File: src/rtl/ewma_pkg.sv
package ewma_pkg;

    localparam int DATA_W = 16;
    localparam int NUM_W  = 2 * DATA_W;

    // Operation codes carried in the input item.
    localparam logic [1:0] OP_FILTER  = 2'd0;
    localparam logic [1:0] OP_FORCE   = 2'd1;
    localparam logic [1:0] OP_RESTART = 2'd2;

    // Configuration register indexes.
    localparam logic [1:0] REG_ENABLE  = 2'd0;
    localparam logic [1:0] REG_LENGTH  = 2'd1;
    localparam logic [1:0] REG_DEADBND = 2'd2;
    localparam logic [1:0] REG_LIMIT   = 2'd3;

    // Register values after reset.
    localparam logic              RST_ENABLE  = 1'b1;
    localparam logic [DATA_W-1:0] RST_LENGTH  = 16'd1;
    localparam logic [DATA_W-1:0] RST_DEADBND = 16'd0;
    localparam logic [DATA_W-1:0] RST_LIMIT   = 16'hFFFF;

    typedef enum logic [2:0] {
        ST_AVERAGED = 3'd0,
        ST_FIRST    = 3'd1,
        ST_OUTLIER  = 3'd2,
        ST_JUMPED   = 3'd3,
        ST_HELD     = 3'd4,
        ST_RESET    = 3'd5
    } t_status;

    typedef struct packed {
        logic [1:0]        operation;
        logic [DATA_W-1:0] value;
    } t_in_item;

    typedef struct packed {
        logic [DATA_W-1:0] average;
        logic [2:0]        status;
    } t_out_item;

    typedef struct packed {
        logic              start;
        logic [NUM_W-1:0]  num;
        logic [DATA_W-1:0] den;
    } t_div_req;

    typedef struct packed {
        logic              done;
        logic [DATA_W-1:0] quot;
    } t_div_rsp;

endpackage

File: src/rtl/ewma_div.sv
module ewma_div
    import ewma_pkg::*;
(
    input  logic     i_clk,
    input  logic     i_rst_n,
    input  t_div_req i_req,
    output t_div_rsp o_rsp
);

    localparam int CNT_W = $clog2(NUM_W);

    logic [DATA_W-1:0] r_rem;
    logic [NUM_W-1:0]  r_quo;
    logic [DATA_W-1:0] r_den;
    logic [CNT_W-1:0]  r_cnt;
    logic              r_busy;
    logic              r_done;

    logic [DATA_W:0]   shifted;
    logic              ge;
    logic [DATA_W:0]   diff;

    // One restoring step per cycle: shift in the next dividend bit, then a
    // single compare and subtract against the divisor.
    assign shifted = {r_rem, r_quo[NUM_W-1]};
    assign ge      = shifted >= {1'b0, r_den};
    assign diff    = shifted - {1'b0, r_den};

    always_ff @(posedge i_clk) begin
        if (!i_rst_n) begin
            r_busy <= 1'b0;
            r_done <= 1'b0;
            r_cnt  <= '0;
        end else begin
            r_done <= 1'b0;
            if (i_req.start) begin
                r_busy <= 1'b1;
                r_cnt  <= '0;
                r_rem  <= '0;
                r_quo  <= i_req.num;
                r_den  <= i_req.den;
            end else if (r_busy) begin
                r_rem <= ge ? diff[DATA_W-1:0] : shifted[DATA_W-1:0];
                r_quo <= {r_quo[NUM_W-2:0], ge};
                r_cnt <= r_cnt + CNT_W'(1);
                if (r_cnt == CNT_W'(NUM_W - 1)) begin
                    r_busy <= 1'b0;
                    r_done <= 1'b1;
                end
            end
        end
    end

    // The quotient never exceeds the larger of the old average and the
    // sample, so its low half is the whole result.
    assign o_rsp.done = r_done;
    assign o_rsp.quot = r_quo[DATA_W-1:0];

endmodule

File: src/rtl/ewma_filter_clamp_deadband.sv
// Channel   Direction  Valid        Stall        Payload
// input     in         i_in_valid   o_in_stall   i_in_data  (t_in_item)
// output    out        o_out_valid  i_out_stall  o_out_data (t_out_item)
// config    in         i_cfg_we     -            i_cfg_index, i_cfg_data
//
// All items except a weighted update register their result at the transfer edge.
// A weighted update runs the multiply-add, loads the divider, takes 32 radix-2 divider steps
// and registers the quotient; the next input can transfer once the quotient is registered.
// The input stalls while an update is in progress and while a stalled result waits.
// Reset is synchronous and active low; it restores the register defaults, clears the
// average and sets the first-sample flag.
module ewma_filter_clamp_deadband
    import ewma_pkg::*;
(
    input  logic              i_clk,
    input  logic              i_rst_n,
    input  logic              i_in_valid,
    output logic              o_in_stall,
    input  t_in_item          i_in_data,
    output logic              o_out_valid,
    input  logic              i_out_stall,
    output t_out_item         o_out_data,
    input  logic              i_cfg_we,
    input  logic [1:0]        i_cfg_index,
    input  logic [DATA_W-1:0] i_cfg_data
);

    typedef enum logic [1:0] {
        S_IDLE,
        S_MUL,
        S_DIV
    } t_state;

    t_state            r_state;
    logic              r_enable;
    logic [DATA_W-1:0] r_length;
    logic [DATA_W-1:0] r_deadbnd;
    logic [DATA_W-1:0] r_limit;
    logic [DATA_W-1:0] r_avg;
    logic              r_first;
    logic [DATA_W-1:0] r_sample;
    logic              r_out_valid;
    t_out_item         r_out;
    t_div_req          r_req;

    t_div_rsp          div_rsp;
    logic              in_xfer;
    logic              held_cfg;
    logic [DATA_W-1:0] distance;
    logic [DATA_W-1:0] n_avg;
    logic              n_first;
    t_status           n_status;
    logic              n_weighted;
    logic [NUM_W-1:0]  n_num;

    assign o_in_stall = (r_state != S_IDLE) || (r_out_valid && i_out_stall);
    assign in_xfer    = i_in_valid && !o_in_stall;

    assign held_cfg = !r_enable || (r_length == '0) || (r_limit < r_deadbnd);
    assign distance = (i_in_data.value >= r_avg) ? (i_in_data.value - r_avg)
                                                 : (r_avg - i_in_data.value);

    always_comb begin
        n_avg      = r_avg;
        n_first    = r_first;
        n_status   = ST_HELD;
        n_weighted = 1'b0;
        unique case (i_in_data.operation)
            OP_FILTER: begin
                if (held_cfg) begin
                    n_status = ST_HELD;
                end else if (r_first) begin
                    n_avg    = i_in_data.value;
                    n_first  = 1'b0;
                    n_status = ST_FIRST;
                end else if (distance > r_limit) begin
                    n_status = ST_OUTLIER;
                end else if (distance > r_deadbnd) begin
                    n_avg    = i_in_data.value;
                    n_status = ST_JUMPED;
                end else begin
                    n_status   = ST_AVERAGED;
                    n_weighted = 1'b1;
                end
            end
            OP_FORCE: begin
                n_avg    = i_in_data.value;
                n_first  = 1'b0;
                n_status = ST_RESET;
            end
            OP_RESTART: begin
                if (r_enable && (r_length != '0)) begin
                    n_avg    = i_in_data.value;
                    n_first  = 1'b1;
                    n_status = ST_RESET;
                end
            end
            default: begin
                n_status = ST_HELD;
            end
        endcase
    end

    // Full-width multiply-add; the sum stays below 2^32.
    assign n_num = (NUM_W'(r_avg) * NUM_W'(r_length - DATA_W'(1))) + NUM_W'(r_sample);

    always_ff @(posedge i_clk) begin
        if (!i_rst_n) begin
            r_state     <= S_IDLE;
            r_enable    <= RST_ENABLE;
            r_length    <= RST_LENGTH;
            r_deadbnd   <= RST_DEADBND;
            r_limit     <= RST_LIMIT;
            r_avg       <= '0;
            r_first     <= 1'b1;
            r_out_valid <= 1'b0;
            r_req.start <= 1'b0;
        end else begin
            r_req.start <= 1'b0;

            if (i_cfg_we) begin
                unique case (i_cfg_index)
                    REG_ENABLE:  r_enable  <= i_cfg_data[0];
                    REG_LENGTH:  r_length  <= i_cfg_data;
                    REG_DEADBND: r_deadbnd <= i_cfg_data;
                    REG_LIMIT:   r_limit   <= i_cfg_data;
                    default:     r_enable  <= r_enable;
                endcase
            end

            if (r_out_valid && !i_out_stall) begin
                r_out_valid <= 1'b0;
            end

            unique case (r_state)
                S_IDLE: begin
                    if (in_xfer) begin
                        if (n_weighted) begin
                            r_sample <= i_in_data.value;
                            r_state  <= S_MUL;
                        end else begin
                            r_avg              <= n_avg;
                            r_first            <= n_first;
                            r_out.average      <= n_avg;
                            r_out.status       <= n_status;
                            r_out_valid        <= 1'b1;
                        end
                    end
                end
                S_MUL: begin
                    r_req.start <= 1'b1;
                    r_req.num   <= n_num;
                    r_req.den   <= r_length;
                    r_state     <= S_DIV;
                end
                S_DIV: begin
                    if (div_rsp.done) begin
                        r_avg         <= div_rsp.quot;
                        r_out.average <= div_rsp.quot;
                        r_out.status  <= ST_AVERAGED;
                        r_out_valid   <= 1'b1;
                        r_state       <= S_IDLE;
                    end
                end
                default: begin
                    r_state <= S_IDLE;
                end
            endcase
        end
    end

    ewma_div u_div (
        .i_clk   (i_clk),
        .i_rst_n (i_rst_n),
        .i_req   (r_req),
        .o_rsp   (div_rsp)
    );

    assign o_out_valid = r_out_valid;
    assign o_out_data  = r_out;

endmodule

File: config.mk
export PLATFORM = sky130hd
export DESIGN_NAME = ewma_filter_clamp_deadband
export DESIGN_NICKNAME = d
export VERILOG_FILES = /design/src/rtl/ewma_pkg.sv /design/src/rtl/ewma_div.sv /design/src/rtl/ewma_filter_clamp_deadband.sv
export SDC_FILE = /design/constraint.sdc
export NUM_CORES = 1
export LEC_CHECK = 0
export ABC_AREA = 1
export BUFFER_PORTS_ARGS = -buffer_cell sky130_fd_sc_hd__buf_2
export CORE_UTILIZATION = 23
export CTS_CLUSTER_DIAMETER = 200
export DETAILED_ROUTE_END_ITERATION = 10
export HOLD_SLACK_MARGIN = 0.03
export SLEW_MARGIN = 40
export SYNTH_ARGS = -nofsm -noshare
export SYNTH_HDL_FRONTEND = slang
export SYNTH_SLANG_ARGS = --single-unit
File: constraint.sdc
create_clock -name i_clk -period 13.1 [get_ports i_clk]
set_input_delay 0.655 -clock i_clk [delete_from_list [all_inputs] [get_ports i_clk]]
set_output_delay 0.655 -clock i_clk [all_outputs]
set_load 0.05 [all_outputs]
==> impl_metrics.toml <==
[outcome]
status = "finished, final reports clean"

[route]
first_pass_iters = 5
post_drt_wl_per_cell_microns = 16.5
routed_wl_microns = 65700
drt_iter0_markers = 1269
via_per_inst = 4.39
ant_nets = 0
drc = 0
via_count = 17496

[logic_synthesis]
ys_seq_elements = 224
async_reset_ff_share_pct = 0
synth_edf_count = 147
syn_nets = 3134
syn_avg_cell_area_sq_um = 8.29
synth_ff_type = "edfxtp_1"
synthCells = 2660
yosysWarningCount = 0
syn_area_sq_um = 22000
ys_seq_area_share_pct = 27.0
yosysUniqueCellTypes = 56

[cts]
cts_hold_buf = 0
cts-htree-levels = 1
root_buffer = "clkbuf_16"
post_cts_resized = 0
post_cts_buffers = 0
clk_path_buf_depth = 3
cts_tree = "built"
clkLatencyLatePin_ns = 0.56
cts_made_buffers = 26
clock_sinks = 224
clkSlewWorstSetupHoldPaths_ns = 0.07

[critical_path]
reg2reg_depth = 26
cpMostUsedCell = "fa_1"
worstSetupPathDepth = 26
crit_fanout = 11
cp_slowest_cell = "fa_1"
r2r-end = "r_req[45]"
crit_path_max_incr_delay_ns = 0.54
regToRegStartpoint = "r_length[0]"
critical_path_class = "reg -> reg"
cp-start-kind = "flop"
cp-endpoint = "r_req[45]"
cp.buffers_inverters = 5
crit_start = "r_length[0]"
r2r_setup_slack_ns = 5.58
required_ns = 13.41
crit_arrival_ns = 7.82
end_kind = "flop"
cp_top_family = "adder cells"

[cells_and_area]
fin_nets = 3170
stdcell_count = 3982
area_growth_pct = 11.8
final_common_cell = "nand2_1"
fillCellCount = 10328
most-common-layout-cells = "575 x nand2_1, 533 x inv_1, 228 x fa_1, 221 x nor2_1, 204 x ha_1"
drive_above_1_share_pct = 7.11

[floorplanning]
fp.dieArea_sq_um = 97100
core_area_sq_um = 95000
die_height_microns = 312
initial_utilization_pct = 23.2
die_x_microns = 312
pin_count = 62
rows = 113

[sta]
finalSetupViolCount = 0
skew_ns = 0.0184
timing.hold.ws_ns = 0.329
worstMarginPinSlew_ns = 0.914
final-hold-violation-count = 0
rsz0062_at_grt = "no"
finalMaxSlewViolations = 0
post-route-period-util_pct = 57.4
setup_tns_ns = 0
fin_crit_ns = 7.52
max_freq_mhz = 133
finalWorstSetupSlack_ns = 5.58
max_slew_margin_pct = 39.0

[flow_run]
max_cap_viol_count = 0

[global_route]
grt_pass1_vias = 17415
antenna_found_initial = 5
grt_max_degree = 52
grt_util_all_layers_pct = 13.5
overflow = 0
grt_pass1_wl_microns = 101000

[placement]
hpwlAfterDp_microns = 52500
placed_cells = 3933
dp_slack_ns = 5.57
io_buffers = 61
gp_congestion = 0.955

[power]
p_leak_uw = 0.0118
vdd_ir_drop_max_uv = 92.8
cellPowerDensity_nw_per_um2 = 109
power_uw = 2690

[worst_hold_path]
hold_path_class = "in -> reg"
[cell type report]
class	count	area, sq um	area share (%)
Antenna cell	1	2.50	0.0102
Clock buffer	33	687	2.79
Clock inverter	15	175	0.711
Inverter	549	2060	8.36
Multi-Input combinational cell	1810	13700	55.6
Sequential cell	224	5960	24.2
Tap cell	1265	1580	6.42
Timing Repair Buffer	85	485	1.97
[cells by family (layout without fill, tap and decap cells)]
| family | after synthesis | in the layout | share of synthesized area (%) |
|---|---|---|---|
| simple gates | 957 | 957 | 18.1 |
| buf+inv | 626 | 682 | 11.0 |
| fa+ha+maj | 433 | 433 | 32.3 |
| compound gates | 353 | 353 | 8.83 |
| flops | 224 | 224 | 27.0 |
| xor+xnor | 63 | 63 | 2.50 |
| mux | 4 | 4 | 0.204 |
| other cells | 0 | 1 | 0 |
[cell usage after synthesis (18+ instances only)]
library cell,n,share of area (%)
nor2_1,224,3.8
nand3_1,73,1.7
a21oi_1,154,3.5
clkbuf_1,56,0.95
xor2_1,38,1.5
nand2_1,577,9.8
edfxtp_1,147,20
inv_1,534,9.1
fa_1,228,21
xnor2_1,25,0.99
nand2_2,18,0.51
o21ai_0,121,2.7
dfxtp_1,77,7.0
ha_1,205,12
[flip-flops by register name, summed over array words and instances, names as in the netlist, 2 cells and up]
name and flops:
u_div.r_rem 16, r_length 16, r_deadbnd 16, u_div.r_quo 32
u_div.r_cnt 5, r_state 2, r_sample 16, o_out_data 19
u_div.r_den 16, r_avg 16, r_limit 16, r_req 49
[how the worst min path moves through the flow]
stage / cells after the start / from / slack, ns / endpoint
finish: 1 / i_in_data[9] / 0.33 / r_sample[9]
global route: 1 / i_in_data[9] / 0.33 / r_sample[9]
CTS: 1 / i_in_data[9] / 0.31 / r_sample[9]
detailed placement: 0 / r_req[0] / 0.40 / u_div.r_den[0]
global placement: 0 / r_req[8] / 0.40 / u_div.r_den[8]
floorplan: 0 / r_req[0] / 0.40 / u_div.r_den[0]
[per-layer routing]
| metal | GRT usage [%] | wire length, microns | up-vias |
|---|---|---|---|
| met5 | 0 | 44 | - |
| met1 | 17.8 | 28600 | 8384 |
| li1 | - | - | 8369 |
| met4 | 4.26 | 1940 | 8 |
| met3 | 3.86 | 6550 | 124 |
| met2 | 21.2 | 28500 | 611 |
[where the power goes]
group	switching (uW)	internal (uW)	total, uW
Sequential	21.7	796	818
Combinational	745	385	1130
Clock	311	433	744
Total	1080	1610	2690
[through the flow]
stage | utilization, % | area [sq um]
after global placement | 25.0 | 23800
after global routing | 25.9 | 24600
final | 25.9 | 24600
after floorplan | - | 22000
after detailed placement | 25.0 | 23800
after CTS | 25.9 | 24600
[worst reg2reg max path: cells and delay by family (launching register included)]
kind                       cells  cell delay [ns]
adders and majority gates      8             3.63
xor gates and xnor gates       1             0.09
AOI/OAI and AO/OA              5             1.09
and+or+nand+nor                7             1.18
DFF                            1             0.42
buffers and inverters          5             0.88
Power figures use the tool's default switching activity.
